## src/sv/twso_pkg.sv

```systemverilog
// Shared types, widths, codes and the time-match helper for the
// time-window switch with override. No dependencies.
`default_nettype none

package twso_pkg;

   // Field widths
   localparam int OP_W      = 2;
   localparam int HOUR_W    = 5;
   localparam int MIN_W     = 6;
   localparam int SEC_W     = 6;
   localparam int MINUTES_W = 10;
   localparam int CNT_W     = 16;

   // Scheme constants
   localparam int NUM_WINDOWS            = 5;
   localparam int TICKS_PER_MINUTE       = 60;
   localparam int SEC_TOLERANCE          = 5;
   localparam int MAX_OVERRIDE_MINUTES   = 999;
   localparam int MIN_OVERRIDE_MINUTES   = 1;
   localparam int RESET_OVERRIDE_MINUTES = 30;

   // Override limit in ticks, sized for the largest legal length
   localparam int LIMIT_W = $clog2(MAX_OVERRIDE_MINUTES * TICKS_PER_MINUTE + 1);
   localparam int CMP_W   = (LIMIT_W > CNT_W) ? LIMIT_W : CNT_W;
   localparam logic [CNT_W-1:0] COUNTER_MAX = {CNT_W{1'b1}};

   // Register map
   localparam int NUM_REGS    = NUM_WINDOWS + 1;
   localparam int CSR_INDEX_W = $clog2(NUM_REGS);
   localparam int CSR_DATA_W  = 34;
   localparam logic [CSR_INDEX_W-1:0] REG_WINDOW_A         = CSR_INDEX_W'(0);
   localparam logic [CSR_INDEX_W-1:0] REG_OVERRIDE_MINUTES = CSR_INDEX_W'(NUM_WINDOWS);

   // Operation codes
   localparam logic [OP_W-1:0] OP_TICK       = 2'd0;
   localparam logic [OP_W-1:0] OP_MANUAL_OFF = 2'd1;
   localparam logic [OP_W-1:0] OP_MANUAL_ON  = 2'd2;

   typedef struct packed {
      logic [HOUR_W-1:0] hour;
      logic [MIN_W-1:0]  minute;
      logic [SEC_W-1:0]  second;
   } time_type;

   // Packing matches the window registers: start in the upper half
   typedef struct packed {
      time_type start;
      time_type stop;
   } window_type;

   typedef struct packed {
      logic [OP_W-1:0] operation;
      time_type        now;
   } req_type;

   typedef struct packed {
      logic switch_on;
      logic override_active;
      logic override_expired;
      logic scheduled_start;
      logic scheduled_stop;
   } rsp_type;

   typedef struct packed {
      logic             switch_on;
      logic             override_active;
      logic [CNT_W-1:0] seconds_counted;
   } state_type;

   typedef struct {
      window_type         windows [NUM_WINDOWS];
      logic [LIMIT_W-1:0] limit;
   } cfg_type;

   // Same hour and minute, seconds within the tolerance, no minute wrap
   function automatic logic time_match(time_type win, time_type now);
      logic [SEC_W-1:0] diff;
      diff = (win.second > now.second) ? (win.second - now.second)
                                       : (now.second - win.second);
      return (win.hour == now.hour) && (win.minute == now.minute) &&
             (diff <= SEC_W'(SEC_TOLERANCE));
   endfunction

endpackage

`default_nettype wire

```

## src/sv/twso_ifs.sv

```systemverilog
// Valid/ready channel interfaces for requests and responses.
// Depends on twso_pkg for field widths.
`default_nettype none

interface twso_req_if;
   logic                          valid;
   logic                          ready;
   logic [twso_pkg::OP_W-1:0]     operation;
   logic [twso_pkg::HOUR_W-1:0]   now_hour;
   logic [twso_pkg::MIN_W-1:0]    now_minute;
   logic [twso_pkg::SEC_W-1:0]    now_second;

   modport source (output valid, operation, now_hour, now_minute, now_second,
                   input ready);
   modport sink   (input valid, operation, now_hour, now_minute, now_second,
                   output ready);
endinterface

interface twso_rsp_if;
   logic valid;
   logic ready;
   logic switch_on;
   logic override_active;
   logic override_expired;
   logic scheduled_start;
   logic scheduled_stop;

   modport source (output valid, switch_on, override_active, override_expired,
                   scheduled_start, scheduled_stop, input ready);
   modport sink   (input valid, switch_on, override_active, override_expired,
                   scheduled_start, scheduled_stop, output ready);
endinterface

`default_nettype wire

```

## src/sv/twso_csr.sv

```systemverilog
// Configuration registers: five window times and the override limit,
// kept as a tick count. Depends on twso_pkg.
`default_nettype none

module twso_csr (
   input  wire logic                                clock,
   input  wire logic                                reset,
   input  wire logic                                csr_we,
   input  wire logic [twso_pkg::CSR_INDEX_W-1:0]    csr_index,
   input  wire logic [twso_pkg::CSR_DATA_W-1:0]     csr_wdata,
   output twso_pkg::cfg_type                        cfg
);

   twso_pkg::window_type                  windows_ff [twso_pkg::NUM_WINDOWS];
   logic [twso_pkg::LIMIT_W-1:0]          limit_ff;
   logic [twso_pkg::MINUTES_W-1:0]        minutes;
   logic                                  minutes_ok;

   // Out-of-range lengths are dropped
   assign minutes    = csr_wdata[twso_pkg::MINUTES_W-1:0];
   assign minutes_ok = (minutes >= twso_pkg::MINUTES_W'(twso_pkg::MIN_OVERRIDE_MINUTES)) &&
                       (minutes <= twso_pkg::MINUTES_W'(twso_pkg::MAX_OVERRIDE_MINUTES));

   // Window registers
   for (genvar i = 0; i < twso_pkg::NUM_WINDOWS; i++) begin : g_win
      always_ff @(posedge clock) begin
         if (reset) begin
            windows_ff[i] <= '0;
         end else if (csr_we &&
                      csr_index == twso_pkg::REG_WINDOW_A + twso_pkg::CSR_INDEX_W'(i)) begin
            windows_ff[i] <= csr_wdata;
         end
      end
      assign cfg.windows[i] = windows_ff[i];
   end

   // Override limit, stored already scaled to ticks
   always_ff @(posedge clock) begin
      if (reset) begin
         limit_ff <= twso_pkg::LIMIT_W'(twso_pkg::RESET_OVERRIDE_MINUTES *
                                        twso_pkg::TICKS_PER_MINUTE);
      end else if (csr_we && csr_index == twso_pkg::REG_OVERRIDE_MINUTES && minutes_ok) begin
         limit_ff <= twso_pkg::LIMIT_W'(minutes) *
                     twso_pkg::LIMIT_W'(twso_pkg::TICKS_PER_MINUTE);
      end
   end

   assign cfg.limit = limit_ff;

endmodule

`default_nettype wire

```

## src/sv/twso_step.sv

```systemverilog
// Next-state and response logic for one item: manual on and off, override
// timeout and the ordered window scan. Combinational. Depends on twso_pkg.
`default_nettype none

module twso_step (
   input  wire twso_pkg::req_type    item,
   input  wire twso_pkg::state_type  state,
   input  wire twso_pkg::cfg_type    cfg,
   output twso_pkg::state_type       state_in,
   output twso_pkg::rsp_type         rsp
);

   logic [twso_pkg::NUM_WINDOWS-1:0] start_hit;
   logic [twso_pkg::NUM_WINDOWS-1:0] stop_hit;

   // All ten comparisons run side by side
   always_comb begin
      for (int i = 0; i < twso_pkg::NUM_WINDOWS; i++) begin
         start_hit[i] = twso_pkg::time_match(cfg.windows[i].start, item.now);
         stop_hit[i]  = twso_pkg::time_match(cfg.windows[i].stop, item.now);
      end
   end

   always_comb begin
      logic [twso_pkg::CNT_W-1:0] cnt;
      logic sw;
      logic ov;
      logic expired;
      logic started;
      logic stopped;

      cnt     = state.seconds_counted;
      sw      = state.switch_on;
      ov      = state.override_active;
      expired = 1'b0;
      started = 1'b0;
      stopped = 1'b0;

      unique case (item.operation)
         twso_pkg::OP_MANUAL_ON: begin
            sw  = 1'b1;
            ov  = 1'b1;
            cnt = '0;
         end
         twso_pkg::OP_MANUAL_OFF: begin
            sw = 1'b0;
            ov = 1'b0;
         end
         twso_pkg::OP_TICK: begin
            // saturating second counter
            if (cnt != twso_pkg::COUNTER_MAX) begin
               cnt = cnt + 1'b1;
            end
            if (ov && (twso_pkg::CMP_W'(cnt) >= twso_pkg::CMP_W'(cfg.limit))) begin
               sw      = 1'b0;
               ov      = 1'b0;
               expired = 1'b1;
            end
            // windows in order, start before stop; last change wins
            if (!ov) begin
               for (int i = 0; i < twso_pkg::NUM_WINDOWS; i++) begin
                  if (start_hit[i] && !sw) begin
                     sw      = 1'b1;
                     started = 1'b1;
                  end
                  if (stop_hit[i] && sw) begin
                     sw      = 1'b0;
                     stopped = 1'b1;
                  end
               end
            end
         end
         default: begin
            // unused code: state holds, no events
         end
      endcase

      state_in.switch_on       = sw;
      state_in.override_active = ov;
      state_in.seconds_counted = cnt;
      rsp.switch_on            = sw;
      rsp.override_active      = ov;
      rsp.override_expired     = expired;
      rsp.scheduled_start      = started;
      rsp.scheduled_stop       = stopped;
   end

endmodule

`default_nettype wire

```

## src/sv/time_window_switch_with_override_core.sv

```systemverilog
// Top level of the time-window switch with override: input register,
// step logic, state and response register. Depends on twso_pkg, twso_ifs,
// twso_csr and twso_step.
//
// Usage:
//  - req_ch carries one item per transfer: a one-second tick with the time
//    of day, a manual on or a manual off. rsp_ch returns exactly one result
//    per item, in order: switch state, override state and event flags.
//  - csr_we/csr_index/csr_wdata write the five windows (index 0..4) and the
//    override length in minutes (index 5); write only while no item is in
//    flight. Lengths of 0 or above 999 are ignored.
//  - Each request is held in the input register until the result register
//    is free, then its result is loaded there and rsp_ch.valid rises.
//  - Throughput: one item per cycle while results are taken. The switch
//    state feeds back through one register, updated in the same cycle the
//    item reaches the result register.
//  - A stalled receiver holds the result register; the input register
//    still takes one more item, then req_ch.ready drops until the result
//    is taken.
//  - Synchronous reset clears both pipeline stages, turns the switch off,
//    ends any override, zeroes the tick counter and restores the register
//    defaults (windows 0, override 30 minutes).
`default_nettype none

module time_window_switch_with_override_core (
   input  wire logic                              clock,
   input  wire logic                              reset,
   twso_req_if.sink                               req_ch,
   twso_rsp_if.source                             rsp_ch,
   input  wire logic                              csr_we,
   input  wire logic [twso_pkg::CSR_INDEX_W-1:0]  csr_index,
   input  wire logic [twso_pkg::CSR_DATA_W-1:0]   csr_wdata
);

   twso_pkg::cfg_type    cfg;
   twso_pkg::req_type    item_ff;
   logic                 item_valid_ff;
   twso_pkg::state_type  state_ff;
   twso_pkg::state_type  state_in;
   twso_pkg::rsp_type    rsp_ff;
   twso_pkg::rsp_type    rsp_in;
   logic                 rsp_valid_ff;
   logic                 advance;
   logic                 req_xfer;

   twso_csr u_csr (
      .clock     (clock),
      .reset     (reset),
      .csr_we    (csr_we),
      .csr_index (csr_index),
      .csr_wdata (csr_wdata),
      .cfg       (cfg)
   );

   twso_step u_step (
      .item     (item_ff),
      .state    (state_ff),
      .cfg      (cfg),
      .state_in (state_in),
      .rsp      (rsp_in)
   );

   // Pipeline moves when the result register is free or being emptied
   assign advance      = item_valid_ff && (!rsp_valid_ff || rsp_ch.ready);
   assign req_ch.ready = !item_valid_ff || advance;
   assign req_xfer     = req_ch.valid && req_ch.ready;

   // Input register
   always_ff @(posedge clock) begin
      if (reset) begin
         item_valid_ff <= 1'b0;
      end else if (req_ch.ready) begin
         item_valid_ff <= req_ch.valid;
      end
   end

   always_ff @(posedge clock) begin
      if (req_xfer) begin
         item_ff.operation   <= req_ch.operation;
         item_ff.now.hour    <= req_ch.now_hour;
         item_ff.now.minute  <= req_ch.now_minute;
         item_ff.now.second  <= req_ch.now_second;
      end
   end

   // Switch state, updated as each item retires into the result register
   always_ff @(posedge clock) begin
      if (reset) begin
         state_ff <= '0;
      end else if (advance) begin
         state_ff <= state_in;
      end
   end

   // Result register
   always_ff @(posedge clock) begin
      if (reset) begin
         rsp_valid_ff <= 1'b0;
      end else if (advance) begin
         rsp_valid_ff <= 1'b1;
      end else if (rsp_ch.ready) begin
         rsp_valid_ff <= 1'b0;
      end
   end

   always_ff @(posedge clock) begin
      if (advance) begin
         rsp_ff <= rsp_in;
      end
   end

   assign rsp_ch.valid            = rsp_valid_ff;
   assign rsp_ch.switch_on        = rsp_ff.switch_on;
   assign rsp_ch.override_active  = rsp_ff.override_active;
   assign rsp_ch.override_expired = rsp_ff.override_expired;
   assign rsp_ch.scheduled_start  = rsp_ff.scheduled_start;
   assign rsp_ch.scheduled_stop   = rsp_ff.scheduled_stop;

endmodule

`default_nettype wire

```

## src/flat_wrapper.sv

```systemverilog
// flat-port wrapper written by rule: the top's interface ports become plain ports
module time_window_switch_with_override_core_flat 
  (clock, reset, csr_we, csr_index, csr_wdata, req_ch_valid, req_ch_operation, req_ch_now_hour, req_ch_now_minute, req_ch_now_second, req_ch_ready, rsp_ch_valid, rsp_ch_switch_on, rsp_ch_override_active, rsp_ch_override_expired, rsp_ch_scheduled_start, rsp_ch_scheduled_stop, rsp_ch_ready);
  twso_req_if req_ch_i ();
  twso_rsp_if rsp_ch_i ();
  input  wire logic clock;
  input  wire logic reset;
  input  wire logic csr_we;
  input  wire logic [twso_pkg::CSR_INDEX_W-1:0] csr_index;
  input  wire logic [twso_pkg::CSR_DATA_W-1:0] csr_wdata;
  input wire logic [$bits(req_ch_i.valid)-1:0] req_ch_valid;
  input wire logic [$bits(req_ch_i.operation)-1:0] req_ch_operation;
  input wire logic [$bits(req_ch_i.now_hour)-1:0] req_ch_now_hour;
  input wire logic [$bits(req_ch_i.now_minute)-1:0] req_ch_now_minute;
  input wire logic [$bits(req_ch_i.now_second)-1:0] req_ch_now_second;
  output wire logic [$bits(req_ch_i.ready)-1:0] req_ch_ready;
  output wire logic [$bits(rsp_ch_i.valid)-1:0] rsp_ch_valid;
  output wire logic [$bits(rsp_ch_i.switch_on)-1:0] rsp_ch_switch_on;
  output wire logic [$bits(rsp_ch_i.override_active)-1:0] rsp_ch_override_active;
  output wire logic [$bits(rsp_ch_i.override_expired)-1:0] rsp_ch_override_expired;
  output wire logic [$bits(rsp_ch_i.scheduled_start)-1:0] rsp_ch_scheduled_start;
  output wire logic [$bits(rsp_ch_i.scheduled_stop)-1:0] rsp_ch_scheduled_stop;
  input wire logic [$bits(rsp_ch_i.ready)-1:0] rsp_ch_ready;
  assign req_ch_i.valid = req_ch_valid;
  assign req_ch_i.operation = req_ch_operation;
  assign req_ch_i.now_hour = req_ch_now_hour;
  assign req_ch_i.now_minute = req_ch_now_minute;
  assign req_ch_i.now_second = req_ch_now_second;
  assign req_ch_ready = req_ch_i.ready;
  assign rsp_ch_valid = rsp_ch_i.valid;
  assign rsp_ch_switch_on = rsp_ch_i.switch_on;
  assign rsp_ch_override_active = rsp_ch_i.override_active;
  assign rsp_ch_override_expired = rsp_ch_i.override_expired;
  assign rsp_ch_scheduled_start = rsp_ch_i.scheduled_start;
  assign rsp_ch_scheduled_stop = rsp_ch_i.scheduled_stop;
  assign rsp_ch_i.ready = rsp_ch_ready;
  time_window_switch_with_override_core u_core (.clock(clock), .reset(reset), .req_ch(req_ch_i), .rsp_ch(rsp_ch_i), .csr_we(csr_we), .csr_index(csr_index), .csr_wdata(csr_wdata));
endmodule
```

## config.mk

```make
export PLATFORM = sky130hd
export DESIGN_NAME = time_window_switch_with_override_core_flat
export DESIGN_NICKNAME = d
export VERILOG_FILES = /design/src/sv/twso_pkg.sv /design/src/sv/twso_ifs.sv /design/src/sv/twso_csr.sv /design/src/sv/twso_step.sv /design/src/sv/time_window_switch_with_override_core.sv /design/src/flat_wrapper.sv
export SDC_FILE = /design/constraint.sdc
export NUM_CORES = 1
export LEC_CHECK = 0
export ABC_AREA = 1
export BUFFER_PORTS_ARGS = -buffer_cell sky130_fd_sc_hd__buf_4
export CORE_UTILIZATION = 30
export DETAILED_ROUTE_END_ITERATION = 8
export GPL_TIMING_DRIVEN = 0
export PLACE_DENSITY_LB_ADDON = 0.25
export SYNTH_ARGS = -nofsm -noshare
export SYNTH_HDL_FRONTEND = slang
export SYNTH_HIERARCHICAL = 1
export SYNTH_SLANG_ARGS = --single-unit
export TNS_END_PERCENT = 5
```

## constraint.sdc

```tcl
create_clock -name clock -period 5.3 [get_ports clock]
set_clock_uncertainty 0.1 [all_clocks]
set_input_delay 0.795 -clock clock [delete_from_list [all_inputs] [get_ports clock]]
set_output_delay 0.795 -clock clock [all_outputs]
set_load 0.1 [all_outputs]
```

==> impl_metrics.toml <==
[cells_and_area]
design_area_um2 = 19600
syn_to_final_growth_pct = 14.1
final_cells = 2956
nNetsFinal = 2436
drive_gt1_share_pct = 11.0
antennaDiodeCount = 0

[setup_path]
r2r_slack_ns = 0.42
rr_endpoint = "u_core/state_ff[17]"
cp_max_fo = 5
end_kind = "register"
crit_start = "u_core/state_ff[1]"
required_ns = 5.66
critPathKind = "reg -> reg"
cp.arrival_ns = 5.24
cp-endpoint = "u_core/state_ff[17]"
crit_slowest_cell = "dfxtp_1"
cp-start-kind = "register"
reg2regPathDepth = 40
path_common_cell = "nand2_1"
slowest_delay_ns = 0.37
r2r_start = "u_core/state_ff[1]"

[power_and_ir_drop]
p_per_area_nw_per_um2 = 274
leakagePower_nw = 9.00
max-vdd-ir-drop_v = 0.000229
report.power.total_mw = 5.37

[yosys]
synth_top_cell_by_area = "edfxtp_1"
synth_async_sr_flop_share_pct = 0
yosysMostFrequentCell = "nand2_1"
synth_cell_type_count = 59
yosysSeqAreaShare_pct = 37.8
synth-edff-count = 194
ys_ff_latch = 228
yosys-top-cells-area = "edfxtp_1 (34%), ha_1 (11%), nand2_1 (8.6%), inv_1 (6.9%), nor2_1 (6.6%)"
synth_top_area_share_pct = 33.9
synth_area_per_cell_um2 = 8.27
synth_ff_type = "edfxtp_1"
yosysWarnings = 6
synthTopCellsByCount = "nand2_1 (393), inv_1 (315), nor2_1 (303)"
syn_area_um2 = 17200
synthCells = 2079

[global_route]
grt_overflow = 0
grt_max_degree = 35
grt_use_total_pct = 15.7
grt_pass1_vias = 13100
antenna_found_initial = 0
grt_pass1_wl_mm = 71.0

[route]
drtIter0Drc = 650
ant_nets = 0
wl_per_cell_um = 15.1
vias_per_cell = 4.51
first_pass_iters = 5
routed_wl_mm = 44.7
vias = 13300
drc = 0

[clocking]
cts.sinks = 228
cts_tree = "built"
htreeDepth = 1
clk_pin_slew_worst_paths_ns = 0.06
worstSkewPairLatency_ns = 0.56
cts_hold_buf = 0
clockBufferDepth = 3
root_buffer = "clkbuf_16"
cts_buffers = 27

[sta]
clock.fmax_ghz = 0.205
drv_slew = 0
fin_crit_ns = 4.88
worstMarginPinSlew_ns = 1.34
fin_ws_ns = 0.419
setup-tns-final_ns = 0
post-route-period-util_pct = 92.1
rsz0062_at_grt = "false"
finalSetupViolCount = 0
final_hold_viol_count = 0
relSlewSlack_pct = 10.3

[floorplan]
initial_utilization_pct = 30.4
num_rows = 87
die_h_um = 241
core_area_um2 = 56500
io_pins = 68
die-area_um2 = 58300
die_w_um = 241

[placed_design]
port_buffers = 67
dp.cells = 2904
pre_cts_ws_ns = -0.201
routabilityCongestion = 0.868
dpl.hpwl_mm = 32.8
placed_area_um2 = 18700

[run_status]
status = "completed"

[hold_path]
hold_path.class = "in -> reg"

[flow_run]
maxCapViolCount = 0
==> cell families after synthesis <==
logic type	count (synthesis)	synth area share, %
DFF	228	37.8
buffers and inverters	387	9.16
and+or+nand+nor	939	24.0
other	1	0.0218
muxes	2	0.116
adders and majority gates	194	15.7
xor gates and xnor gates	136	6.93
AOI/OAI and AO/OA	192	6.22
==> worst min path at each step <==
stage / end / cells past startpoint / startpoint / slack [ns]
2_1_floorplan: u_core/u_csr/limit_ff[10] / 2 / u_core/u_csr/limit_ff[10] / 0.34
3_5_place_dp: u_core/u_csr/limit_ff[10] / 2 / u_core/u_csr/limit_ff[10] / 0.36
5_1_grt: u_core/item_ff[4] / 1 / req_ch_now_second[4] / 0.29
3_3_place_gp: u_core/u_csr/limit_ff[10] / 2 / u_core/u_csr/limit_ff[10] / 0.36
4_1_cts: u_core/item_ff[0] / 1 / req_ch_now_second[0] / 0.28
6_report: u_core/item_ff[0] / 1 / req_ch_now_second[0] / 0.31
==> per-stage QoR <==
| step | hold slack, ns | utilization, % |
|---|---|---|
| after floorplan | 0.341 | - |
| after global placement | 0.361 | 33.0 |
| after detailed placement | 0.361 | 33.1 |
| after CTS | 0.285 | 34.7 |
| after global routing | 0.286 | 34.7 |
| final | 0.310 | 34.7 |
==> layout make-up <==
type	instances	area (um^2)
multi-input cells	1465	9140
plain buffers	51	312
clock buffers	34	712
well taps	756	946
flip-flops and latches	228	6510
inverters	336	1260
clock inverters	14	170
repair inverters	1	5.00
fillers	5900	36900
repair buffers	71	558
==> repair_timing <==
action,4_1_cts,5_1_grt
hold endpoints to repair,0,0
setup endpoints to repair,3,2
buffers inserted,3,0
resized for setup,0,3
cloned,1,0
==> layout by cell type, fill, tap and decap left out, drive strengths merged, types with 12 or more instances in the layout <==
master    n
ha      157
a21oi   108
nor3     23
clkbuf   38
o21ai    58
dfxtp    34
xor2     85
xnor2    51
fa       37
inv     334
nand4    41
nand3   116
buf     118
nand2   418
clkinv   12
nor2    311
edfxtp  194
==> power breakdown <==
part	total, mW	leakage, nW	switching [mW]	internal, mW
clock network	1.87	0.429	0.766	1.10
registers	2.14	2.16	0.0748	2.06
logic	1.36	6.41	0.852	0.507
total	5.37	9.00	1.69	3.67
==> flip-flops by register name, indices dropped and copies added (netlist names) <==
register and cells:
u_core/item_valid_ff 1, u_core/item_ff 19, u_core/rsp_ch.override_expired 1, u_core/rsp_ch.switch_on 1, u_core/u_csr/limit_ff 14, u_core/rsp_ch.override_active 1, u_core/rsp_ch.scheduled_stop 1, u_core/rsp_ch.valid 1
u_core/state_ff 18, u_core/u_csr/windows_ff 170, u_core/rsp_ch.scheduled_start 1
==> critical path, delay by kind of cell (launching register included) <==
family                     cells  cell delay (ns)
xor gates and xnor gates       1             0.18
adders and majority gates      2             0.48
buffers and inverters          7             0.60
DFF                            1             0.37
and+or+nand+nor               30             3.04
==> layer usage <==
metal / part of all wire [%] / global-route usage (%) / routed length (um) / up-vias
met1: 45 / 20.4 / 20200 / 6144
met2: 48 / 27.5 / 21500 / 262
met5: 0 / 0 / 0 / -
met3: 4.2 / 1.61 / 1860 / 64
met4: 2.5 / 4.47 / 1130 / 0
li1: - / - / - / 6865
Power figures use the tool's default switching activity.
